### config.mk
export PLATFORM = sky130hd
export DESIGN_NAME = round_robin_or_shortest_first_scheduler
export DESIGN_NICKNAME = d
export VERILOG_FILES = /design/src/design/rrsf_pkg.sv /design/src/design/round_robin_or_shortest_first_scheduler.sv /design/src/design/rrsf_ram.sv /design/src/design/rrsf_scan.sv
export SDC_FILE = /design/constraint.sdc
export NUM_CORES = 2
export LEC_CHECK = 0
export ABC_CLOCK_PERIOD_IN_PS = 15850
export BUFFER_PORTS_ARGS = -buffer_cell sky130_fd_sc_hd__buf_2
export CAP_MARGIN = 40
export CORE_MARGIN = 2
export CORE_UTILIZATION = 45
export CTS_BUF_LIST = sky130_fd_sc_hd__clkbuf_4 sky130_fd_sc_hd__clkbuf_8
export DETAILED_ROUTE_END_ITERATION = 10
export MAX_ROUTING_LAYER = met4
export SETUP_SLACK_MARGIN = 0.15
export SLEW_MARGIN = 25
export SYNTH_ARGS = -nofsm -noshare
export SYNTH_HDL_FRONTEND = slang
export SYNTH_SLANG_ARGS = --single-unit
### constraint.sdc
create_clock -name clk -period 15.85 [get_ports clk]
set_input_delay 1.585 -clock clk [delete_from_list [all_inputs] [get_ports clk]]
set_output_delay 1.585 -clock clk [all_outputs]
set_load 0.02 [all_outputs]
### src/design/rrsf_pkg.sv
// Shared constants and types for the round-robin / shortest-first scheduler.
package rrsf_pkg;

	// Default table size
	localparam int MAX_PROCESSES_DEF = 64;

	// Fixed field widths
	localparam int BURST_W    = 16;
	localparam int SLICE_W    = 16;
	localparam int PID_W      = 6;
	localparam int IN_DATA_W  = 16;
	localparam int OUT_DATA_W = 8;
	localparam int CFG_IDX_W  = 1;
	localparam int CFG_DATA_W = 16;

	// Configuration register indexes
	localparam logic [CFG_IDX_W-1:0] REG_POLICY = 1'd0;
	localparam logic [CFG_IDX_W-1:0] REG_SLICE  = 1'd1;

	// Register reset values
	localparam logic [SLICE_W-1:0] SLICE_RESET = 16'h0002;

	// Policy codes
	localparam logic POLICY_RR = 1'b0;
	localparam logic POLICY_SF = 1'b1;

	// Input item kinds
	localparam logic KIND_LOAD = 1'b0;
	localparam logic KIND_TICK = 1'b1;

	// Control into the shortest-first scan unit
	typedef struct packed {
		logic clr;   // start of a new scan
		logic vld;   // a sample is present this cycle
		logic live;  // the sampled slot holds a live process
		logic skip;  // the sampled slot is the last run process
	} scan_ctl_t;

	// Scan status back to the sequencer
	typedef struct packed {
		logic best_vld;  // a live process other than the last run one was seen
		logic any_vld;   // some live process was seen
	} scan_res_t;

endpackage

### src/design/round_robin_or_shortest_first_scheduler.sv
// Load: input transfer, done state, result. Round-robin tick: pop at the head (read of the
// FIFO RAM, then of the time RAM), repeated for each dead FIFO entry dropped, then run, done.
// Shortest-first tick: scan, drain, pick and done states, one time RAM read per slot in the scan.
// One item at a time; the next input is taken while a result waits at the output register.
// Reset clears control state, counters and the live mask; the RAMs are not cleared.
module round_robin_or_shortest_first_scheduler #(
	parameter int MAX_PROCESSES = rrsf_pkg::MAX_PROCESSES_DEF
) (
	input  logic                                clk,
	input  logic                                arst_n,
	// Input stream
	input  logic                                s_tvalid,
	output logic                                s_tready,
	input  logic [rrsf_pkg::IN_DATA_W-1:0]      s_tdata,   // [15:0] burst_time
	input  logic                                s_tuser,   // [0] kind
	// Result stream
	output logic                                m_tvalid,
	input  logic                                m_tready,
	output logic [rrsf_pkg::OUT_DATA_W-1:0]     m_tdata,   // [5:0] process_id, [6] finished,
	                                                       // [7] load_rejected
	output logic                                m_tuser,   // [0] ran_slice
	// Configuration write port
	input  logic                                cfg_we,
	input  logic [rrsf_pkg::CFG_IDX_W-1:0]      cfg_index,
	input  logic [rrsf_pkg::CFG_DATA_W-1:0]     cfg_data
);

	localparam int ID_W  = $clog2(MAX_PROCESSES);
	localparam int CNT_W = $clog2(MAX_PROCESSES + 1);
	localparam int BW    = rrsf_pkg::BURST_W;

	localparam logic [CNT_W-1:0] MAX_CNT  = CNT_W'(MAX_PROCESSES);
	localparam logic [CNT_W:0]   MAX_WIDE = (CNT_W+1)'(MAX_PROCESSES);
	localparam logic [ID_W-1:0]  LAST_ID  = ID_W'(MAX_PROCESSES - 1);

	// Sequencer states
	localparam logic [2:0] S_IDLE     = 3'd0;
	localparam logic [2:0] S_RR_RD    = 3'd1;
	localparam logic [2:0] S_RUN      = 3'd2;
	localparam logic [2:0] S_SF_SCAN  = 3'd3;
	localparam logic [2:0] S_SF_DRAIN = 3'd4;
	localparam logic [2:0] S_SF_PICK  = 3'd5;
	localparam logic [2:0] S_DONE     = 3'd6;

	logic [2:0]                     state_q;
	logic                           policy_q;
	logic [rrsf_pkg::SLICE_W-1:0]   slice_q;
	logic [MAX_PROCESSES-1:0]       live_q;
	logic [ID_W-1:0]                head_q;
	logic [CNT_W-1:0]               fifo_cnt_q;
	logic [CNT_W-1:0]               loaded_q;
	logic [ID_W-1:0]                last_id_q;
	logic                           last_vld_q;
	logic [ID_W-1:0]                run_id_q;
	logic [ID_W-1:0]                scan_idx_q;
	logic                           smp_vld_s1;
	logic [ID_W-1:0]                smp_idx_s1;

	logic                           res_ran_q;
	logic [ID_W-1:0]                res_id_q;
	logic                           res_fin_q;
	logic                           res_rej_q;
	logic                           m_tvalid_q;
	logic                           m_tuser_q;
	logic [rrsf_pkg::OUT_DATA_W-1:0] m_tdata_q;

	logic                           in_acc;
	logic                           is_load;
	logic                           full;
	logic                           do_load;
	logic [CNT_W:0]                 tail_sum;
	logic [CNT_W:0]                 tail_wrap;
	logic [ID_W-1:0]                tail_id;
	logic [ID_W-1:0]                head_inc;
	logic [ID_W-1:0]                cand;
	logic                           cand_live;
	logic                           pick_vld;
	logic [ID_W-1:0]                pick_id;
	logic [BW-1:0]                  pick_rem;
	logic [ID_W-1:0]                run_id;
	logic [BW-1:0]                  run_rem;
	logic [BW-1:0]                  new_rem;
	logic                           run_fin;
	logic                           do_run;
	logic                           out_free;

	logic                           rem_we;
	logic [ID_W-1:0]                rem_waddr;
	logic [BW-1:0]                  rem_wdata;
	logic [ID_W-1:0]                rem_raddr;
	logic [BW-1:0]                  rem_rdata;
	logic                           fifo_we;
	logic [ID_W-1:0]                fifo_waddr;
	logic [ID_W-1:0]                fifo_wdata;
	logic [ID_W-1:0]                fifo_raddr;
	logic [ID_W-1:0]                fifo_rdata;

	rrsf_pkg::scan_ctl_t            scan_ctl;
	rrsf_pkg::scan_res_t            scan_res;
	logic [ID_W-1:0]                best_id;
	logic [BW-1:0]                  best_rem;
	logic [ID_W-1:0]                any_id;
	logic [BW-1:0]                  any_rem;

	// Handshake and load decode
	assign s_tready = (state_q == S_IDLE);
	assign in_acc   = s_tvalid && s_tready;
	assign is_load  = (s_tuser == rrsf_pkg::KIND_LOAD);
	assign full     = (loaded_q == MAX_CNT);
	assign do_load  = in_acc && is_load && !full;
	assign out_free = !m_tvalid_q || m_tready;

	// FIFO tail and head arithmetic, sum stays below twice the depth
	assign tail_sum  = (CNT_W+1)'(head_q) + (CNT_W+1)'(fifo_cnt_q);
	assign tail_wrap = (tail_sum >= MAX_WIDE) ? tail_sum - MAX_WIDE : tail_sum;
	assign tail_id   = ID_W'(tail_wrap);
	assign head_inc  = (head_q == LAST_ID) ? '0 : head_q + 1'b1;

	// Round-robin candidate from the FIFO read
	assign cand      = fifo_rdata;
	assign cand_live = live_q[cand];

	// Shortest-first choice; fall back to the only live process left
	assign pick_vld = scan_res.best_vld || scan_res.any_vld;
	assign pick_id  = scan_res.best_vld ? best_id : any_id;
	assign pick_rem = scan_res.best_vld ? best_rem : any_rem;

	// Run one slice, saturating at zero
	assign run_id  = (state_q == S_RUN) ? run_id_q : pick_id;
	assign run_rem = (state_q == S_RUN) ? rem_rdata : pick_rem;
	assign new_rem = (run_rem > slice_q) ? run_rem - slice_q : '0;
	assign run_fin = (new_rem == '0);
	assign do_run  = (state_q == S_RUN) || (state_q == S_SF_PICK && pick_vld);

	// Remaining-time RAM ports
	assign rem_we    = do_load || do_run;
	assign rem_waddr = (state_q == S_IDLE) ? ID_W'(loaded_q) : run_id;
	assign rem_wdata = (state_q == S_IDLE) ? s_tdata[BW-1:0] : new_rem;
	assign rem_raddr = (state_q == S_RR_RD) ? cand : scan_idx_q;

	// Ready FIFO RAM ports
	assign fifo_we    = do_load || (do_run && !run_fin && policy_q == rrsf_pkg::POLICY_RR);
	assign fifo_waddr = tail_id;
	assign fifo_wdata = (state_q == S_IDLE) ? ID_W'(loaded_q) : run_id;
	assign fifo_raddr = (state_q == S_RR_RD) ? head_inc : head_q;

	rrsf_ram #(
		.WIDTH (BW),
		.DEPTH (MAX_PROCESSES)
	) u_rem_ram (
		.clk   (clk),
		.we    (rem_we),
		.waddr (rem_waddr),
		.wdata (rem_wdata),
		.raddr (rem_raddr),
		.rdata (rem_rdata)
	);

	rrsf_ram #(
		.WIDTH (ID_W),
		.DEPTH (MAX_PROCESSES)
	) u_fifo_ram (
		.clk   (clk),
		.we    (fifo_we),
		.waddr (fifo_waddr),
		.wdata (fifo_wdata),
		.raddr (fifo_raddr),
		.rdata (fifo_rdata)
	);

	// Scan samples are the RAM address registered, in step with the registered read
	assign scan_ctl.clr  = in_acc;
	assign scan_ctl.vld  = smp_vld_s1;
	assign scan_ctl.live = live_q[smp_idx_s1];
	assign scan_ctl.skip = last_vld_q && (smp_idx_s1 == last_id_q);

	rrsf_scan #(
		.MAX_PROCESSES (MAX_PROCESSES)
	) u_scan (
		.clk      (clk),
		.arst_n   (arst_n),
		.ctl      (scan_ctl),
		.idx      (smp_idx_s1),
		.rem      (rem_rdata),
		.res      (scan_res),
		.best_id  (best_id),
		.best_rem (best_rem),
		.any_id   (any_id),
		.any_rem  (any_rem)
	);

	// Configuration registers
	always_ff @(posedge clk or negedge arst_n) begin
		if (!arst_n) begin
			policy_q <= rrsf_pkg::POLICY_RR;
			slice_q  <= rrsf_pkg::SLICE_RESET;
		end else if (cfg_we) begin
			case (cfg_index)
				rrsf_pkg::REG_POLICY: policy_q <= cfg_data[0];
				rrsf_pkg::REG_SLICE:  slice_q  <= cfg_data[rrsf_pkg::SLICE_W-1:0];
				default: ;
			endcase
		end
	end

	// Sequencer and scheduler state
	always_ff @(posedge clk or negedge arst_n) begin
		if (!arst_n) begin
			state_q    <= S_IDLE;
			live_q     <= '0;
			head_q     <= '0;
			fifo_cnt_q <= '0;
			loaded_q   <= '0;
			last_id_q  <= '0;
			last_vld_q <= 1'b0;
			smp_vld_s1 <= 1'b0;
		end else begin
			smp_vld_s1 <= 1'b0;
			case (state_q)
				S_IDLE: begin
					if (in_acc) begin
						if (is_load) begin
							if (!full) begin
								live_q[loaded_q[ID_W-1:0]] <= 1'b1;
								fifo_cnt_q <= fifo_cnt_q + 1'b1;
								loaded_q   <= loaded_q + 1'b1;
							end
							state_q <= S_DONE;
						end else if (policy_q == rrsf_pkg::POLICY_RR) begin
							state_q <= (fifo_cnt_q == '0) ? S_DONE : S_RR_RD;
						end else begin
							state_q <= S_SF_SCAN;
						end
					end
				end
				S_RR_RD: begin
					// Pop the head; dead entries are dropped without spending the tick
					head_q     <= head_inc;
					fifo_cnt_q <= fifo_cnt_q - 1'b1;
					if (cand_live) begin
						state_q <= S_RUN;
					end else if (fifo_cnt_q == CNT_W'(1)) begin
						state_q <= S_DONE;
					end
				end
				S_SF_SCAN: begin
					smp_vld_s1 <= 1'b1;
					if (scan_idx_q == LAST_ID) begin
						state_q <= S_SF_DRAIN;
					end
				end
				S_SF_DRAIN: begin
					state_q <= S_SF_PICK;
				end
				S_RUN, S_SF_PICK: begin
					if (do_run) begin
						last_id_q  <= run_id;
						last_vld_q <= 1'b1;
						if (run_fin) begin
							live_q[run_id] <= 1'b0;
						end else if (policy_q == rrsf_pkg::POLICY_RR) begin
							fifo_cnt_q <= fifo_cnt_q + 1'b1;
						end
					end
					state_q <= S_DONE;
				end
				S_DONE: begin
					if (out_free) begin
						state_q <= S_IDLE;
					end
				end
				default: begin
					state_q <= S_IDLE;
				end
			endcase
		end
	end

	// Datapath registers: run id, scan address, pending result
	always_ff @(posedge clk) begin
		if (state_q == S_IDLE && in_acc) begin
			scan_idx_q <= '0;
			res_ran_q  <= 1'b0;
			res_fin_q  <= 1'b0;
			res_rej_q  <= is_load && full;
			res_id_q   <= (is_load && !full) ? ID_W'(loaded_q) : '0;
		end
		if (state_q == S_RR_RD) begin
			run_id_q <= cand;
		end
		if (state_q == S_SF_SCAN) begin
			smp_idx_s1 <= scan_idx_q;
			scan_idx_q <= scan_idx_q + 1'b1;
		end
		if (do_run) begin
			res_ran_q <= 1'b1;
			res_id_q  <= run_id;
			res_fin_q <= run_fin;
		end
	end

	// Output register
	always_ff @(posedge clk or negedge arst_n) begin
		if (!arst_n) begin
			m_tvalid_q <= 1'b0;
		end else if (state_q == S_DONE && out_free) begin
			m_tvalid_q <= 1'b1;
		end else if (m_tready) begin
			m_tvalid_q <= 1'b0;
		end
	end

	always_ff @(posedge clk) begin
		if (state_q == S_DONE && out_free) begin
			m_tuser_q <= res_ran_q;
			m_tdata_q <= {res_rej_q, res_fin_q, rrsf_pkg::PID_W'(res_id_q)};
		end
	end

	assign m_tvalid = m_tvalid_q;
	assign m_tuser  = m_tuser_q;
	assign m_tdata  = m_tdata_q;

	// The FIFO never holds more entries than processes loaded
	a_fifo_bound: assert property (@(posedge clk) disable iff (!arst_n)
		fifo_cnt_q <= loaded_q)
		else $error("ready FIFO count exceeds loaded count");

	// The table never grows past its size
	a_loaded_bound: assert property (@(posedge clk) disable iff (!arst_n)
		loaded_q <= MAX_CNT)
		else $error("loaded count exceeds table size");

	// Only loaded slots can be live
	a_live_loaded: assert property (@(posedge clk) disable iff (!arst_n)
		(live_q >> loaded_q) == '0)
		else $error("live bit set on an unloaded slot");

	// A running slice always lands on a live process
	a_run_live: assert property (@(posedge clk) disable iff (!arst_n)
		do_run |-> live_q[run_id])
		else $error("slice run on a dead process");

endmodule

### src/design/rrsf_ram.sv
// Generic simple dual-port RAM, one write port and one registered read port.
module rrsf_ram #(
	parameter int WIDTH = 16,
	parameter int DEPTH = 64
) (
	input  logic                     clk,
	input  logic                     we,
	input  logic [$clog2(DEPTH)-1:0] waddr,
	input  logic [WIDTH-1:0]         wdata,
	input  logic [$clog2(DEPTH)-1:0] raddr,
	output logic [WIDTH-1:0]         rdata
);

	logic [WIDTH-1:0] mem [DEPTH];

	// Write port and registered read
	always_ff @(posedge clk) begin
		if (we) begin
			mem[waddr] <= wdata;
		end
		rdata <= mem[raddr];
	end

endmodule

### src/design/rrsf_scan.sv
// Shortest-remaining-time scan unit: tracks the best and the first live slot.
module rrsf_scan #(
	parameter int MAX_PROCESSES = rrsf_pkg::MAX_PROCESSES_DEF
) (
	input  logic                             clk,
	input  logic                             arst_n,
	input  rrsf_pkg::scan_ctl_t              ctl,
	input  logic [$clog2(MAX_PROCESSES)-1:0] idx,
	input  logic [rrsf_pkg::BURST_W-1:0]     rem,
	output rrsf_pkg::scan_res_t              res,
	output logic [$clog2(MAX_PROCESSES)-1:0] best_id,
	output logic [rrsf_pkg::BURST_W-1:0]     best_rem,
	output logic [$clog2(MAX_PROCESSES)-1:0] any_id,
	output logic [rrsf_pkg::BURST_W-1:0]     any_rem
);

	localparam int ID_W = $clog2(MAX_PROCESSES);

	logic                      best_vld_q;
	logic                      any_vld_q;
	logic [ID_W-1:0]           best_id_q;
	logic [rrsf_pkg::BURST_W-1:0] best_rem_q;
	logic [ID_W-1:0]           any_id_q;
	logic [rrsf_pkg::BURST_W-1:0] any_rem_q;
	logic                      take_best;
	logic                      take_any;

	// Strict less-than keeps the lower id on ties (slots arrive in id order)
	assign take_best = ctl.vld && ctl.live && !ctl.skip && (!best_vld_q || rem < best_rem_q);
	assign take_any  = ctl.vld && ctl.live && !any_vld_q;

	// Valid flags
	always_ff @(posedge clk or negedge arst_n) begin
		if (!arst_n) begin
			best_vld_q <= 1'b0;
			any_vld_q  <= 1'b0;
		end else if (ctl.clr) begin
			best_vld_q <= 1'b0;
			any_vld_q  <= 1'b0;
		end else begin
			if (take_best) best_vld_q <= 1'b1;
			if (take_any)  any_vld_q  <= 1'b1;
		end
	end

	// Candidate payload
	always_ff @(posedge clk) begin
		if (take_best) begin
			best_id_q  <= idx;
			best_rem_q <= rem;
		end
		if (take_any) begin
			any_id_q  <= idx;
			any_rem_q <= rem;
		end
	end

	assign res.best_vld = best_vld_q;
	assign res.any_vld  = any_vld_q;
	assign best_id      = best_id_q;
	assign best_rem     = best_rem_q;
	assign any_id       = any_id_q;
	assign any_rem      = any_rem_q;

endmodule
==> reports/qor.yml <==
worst-path-max-fanout: 69
clk_pin_slew_worst_paths_ns: 0.06
totalNegativeSetupSlack_ns: 0
worst_slew_margin_rel: 0.274
power_per_cell_area_mw_per_mm2: 212
min-delay-start: "res_id_q[5]"
cts_max_path_buffers: 4
period_share: 0.379
post_route_wl_mm: 184
post_detailed_route_count_of_antenna_violating_nets: 0
std_cell_rows: 142
worst_r2r_endpoint: "u_rem_ram.rdata[5]"
synth_simple_gate_area_frac: 0.121
clock.fmax_mhz: 166
r2r_start: "state_q[0]"
clock_skew_ns: 0.0733
initial_cell_density_of_the_core: 0.454
pin_count: 50
finalHoldViolCount: 0
period_minus_slack_ns: 6.01
synth_top_area_share: 0.656
die_w_um: 393
rsz0062_at_grt: "no"
root_buffer_master: "sky130_fd_sc_hd__clkbuf_8"
vias_per_cell: 5.81
drcViolationCount: 0
min-delay-path-class: "flop to flop"
synth_seq_cells: 1625
syn-instance-count: 4989
final_common_cell: "sky130_fd_sc_hd__edfxtp_1"
postCtsResizedCells: 0
area_growth_pct: 13.4
syn_avg_cell_area_sq_um: 13.6
htreeDepth: 5
yosys_most_used_dff: "sky130_fd_sc_hd__edfxtp_1"
tritoncts: "built"
core_sq_mm: 0.150
worst-r2r-cell-count: 15
final_max_slew_viol_count: 0
layout.cells.most_common_list: "sky130_fd_sc_hd__edfxtp_1 (1,487), sky130_fd_sc_hd__nand2_1 (1,155), sky130_fd_sc_hd__clkbuf_8 (301)"
power.ir.vdd_worst_uv: 256
drt_pass1_iterations: 6
synth_xor_area_frac: 0.00463
fp.dieArea_sq_mm: 0.154
cp.arrival_ns: 6.93
share_of_layout_cells_above_drive_strength_1: 0.159
grt_remaining_overflow: 0
dp_hpwl_mm: 105
max_slew.worst_pin.slew_ns: 1.09
place.port_buffers: 49
synth_area_leaders: "sky130_fd_sc_hd__edfxtp_1 (66%), sky130_fd_sc_hd__nand2_1 (6.4%), sky130_fd_sc_hd__dfrtp_1 (4.2%), sky130_fd_sc_hd__mux2i_1 (3.2%), sky130_fd_sc_hd__mux4_2 (3.0%)"
clock_latency_ns: 0.99
setup.worst_path.end_class: "flop"
clock_sinks: 1625
detailedRoute.firstIterationViolations: 4253
synth_fa_ha_area_frac: 0.00867
vertical_extent_of_the_die_um: 393
power.static_leakage_nw: 27.4
drt-wirelength-per-cell_um: 24.6
synth_top_family_by_area: "simple AND/OR/NAND/NOR gates"
cpMostUsedCell: "sky130_fd_sc_hd__buf_4"
vias: 43265
grt_pass1_wl_mm: 273
yosysWarningCount: 0
gp_congestion: 0.860
whs_endpoint: "m_tdata[5]"
power_mw: 16.4
critPathLaunchType: "flop"
final_setup_violating_endpoints: 0
crit_type: "flop to flop"
cell_count_of_the_worst_hold_path: 0
net_count_synth: 5074
track_usage: 0.243
layout.nets: 5320
yosysSeqAreaShare: 0.705
post-cts-setup-buffers: 0
cpPeakStageDelay_ns: 0.74
num_cts_buffers: 285
setup.reg_to_reg.worst_slack_ns: 9.84
critPathRequiredTime_ns: 16.77
cpMaxStageDelayCell: "sky130_fd_sc_hd__buf_4"
grt_start_max_net_pins: 146
crit_path_cell_trace: "or3b_1 > buf_4 > a21o_4 > buf_4 > buf_4 > buf_4 > buf_4 > buf_12 > nand2_1 > and3_1 > a311oi_1 > a31oi_1 > a211oi_1 > a211oi_1 > a21oi_1"
vias_in_the_first_global_route: 42350
final.hold.worst_slack_ns: 0.427
post_synth_num_cell_types: 73
ys_async_sr_fraction: 0.0708
largest_area_contributor_in_the_netlist: "sky130_fd_sc_hd__edfxtp_1"
syn-cell-area_sq_mm: 0.0681
timing.max_cap.violations: 0
synth_mux_area_frac: 0.0652
status: "complete, no violations"
cts_hold_buf: 0
initial_antenna_violation_count: 8
fraction_of_the_mapped_netlist_area_in_compound_gates: 0.0704
synth_edf_count: 1487
[layer usage]
metal,global-route usage,routed length [um]
met1,0.322,75900
met2,0.380,87900
met3,0.0383,13200
met4,0.0927,6600
met5,-,0
[kinds of logic after synthesis]
group / Yosys count
AOI/OAI and AO/OA: 690
xor gates and xnor gates: 36
buffers and inverters: 385
and+or+nand+nor: 1878
adders and majority gates: 46
muxes: 329
DFF: 1625
[worst max-delay path by stage]
| stage | cells past startpoint | end | start | slack (ns) |
|---|---|---|---|---|
| floorplan | 16 | u_rem_ram.mem[0][15] | state_q[0] | 7.79 |
| global placement | 14 | u_rem_ram.rdata[2] | state_q[0] | 9.80 |
| detailed placement | 14 | u_rem_ram.rdata[2] | state_q[0] | 9.72 |
| CTS | 14 | u_rem_ram.rdata[2] | state_q[0] | 9.72 |
| global route | 15 | u_rem_ram.rdata[5] | state_q[0] | 9.35 |
| finish | 15 | u_rem_ram.rdata[5] | state_q[0] | 9.84 |
[where the power goes]
group	switching [mW]	leakage (nW)	internal, mW	total [mW]
Sequential	0.220	15.3	5.90	6.12
Clock	1.64	2.87	2.08	3.72
Combinational	4.69	9.23	1.83	6.52
[flip-flops by register name, indices dropped and copies added, names as in the netlist, 8 cells and up]
name             count
live_q              64
u_scan.any_rem      16
u_rem_ram.mem     1024
u_rem_ram.rdata     16
slice_q             16
m_tdata              8
u_fifo_ram.mem     384
u_scan.best_rem     16
[worst max-delay path: cells and delay by family, from the launching register on]
kind                   cells  cell delay (ns)
AO/OA/AOI/OAI              6             1.58
flip-flops                 1             0.58
AND/OR/NAND/NOR            3             0.50
buffers and inverters      6             3.17
[cell type report]
| cell class | instances | area [sq um] |
|---|---|---|
| multi-input combinational | 2979 | 18800 |
| sequential | 1625 | 48000 |
| clock inverter | 69 | 443 |
| inverter | 55 | 214 |
| timing repair buffer | 289 | 2250 |
| clock buffer | 410 | 4960 |
| fill | 12811 | 72700 |
| tap | 2016 | 2520 |
| antenna | 7 | 17.5 |
[per-stage QoR]
step	utilization	setup WS (ns)	area, sq um	instances
after CTS	0.513	9.72	76900	7427
after floorplan	-	7.79	68100	4989
final	0.515	9.84	77200	7450
after global routing	0.515	9.35	77200	7449
after detailed placement	0.477	9.72	71500	6948
after global placement	0.472	9.80	70800	6858
[cells in the mapped netlist, drive strengths merged, types with 15 or more instances]
cell type / number
a211oi: 49
a21o: 26
a21oi: 166
a311oi: 193
a31oi: 134
and3: 139
buf: 127
clkbuf: 203
dfrtp: 114
dfxtp: 23
edfxtp: 1487
ha: 44
inv: 55
mux2: 18
mux2i: 221
mux4: 90
nand2: 1155
nand2b: 23
nand3: 281
nor2: 127
nor3: 20
nor4: 69
o21ai: 42
o31ai: 17
xnor2: 21
xor2: 15
(Power assumes the default switching activity.)
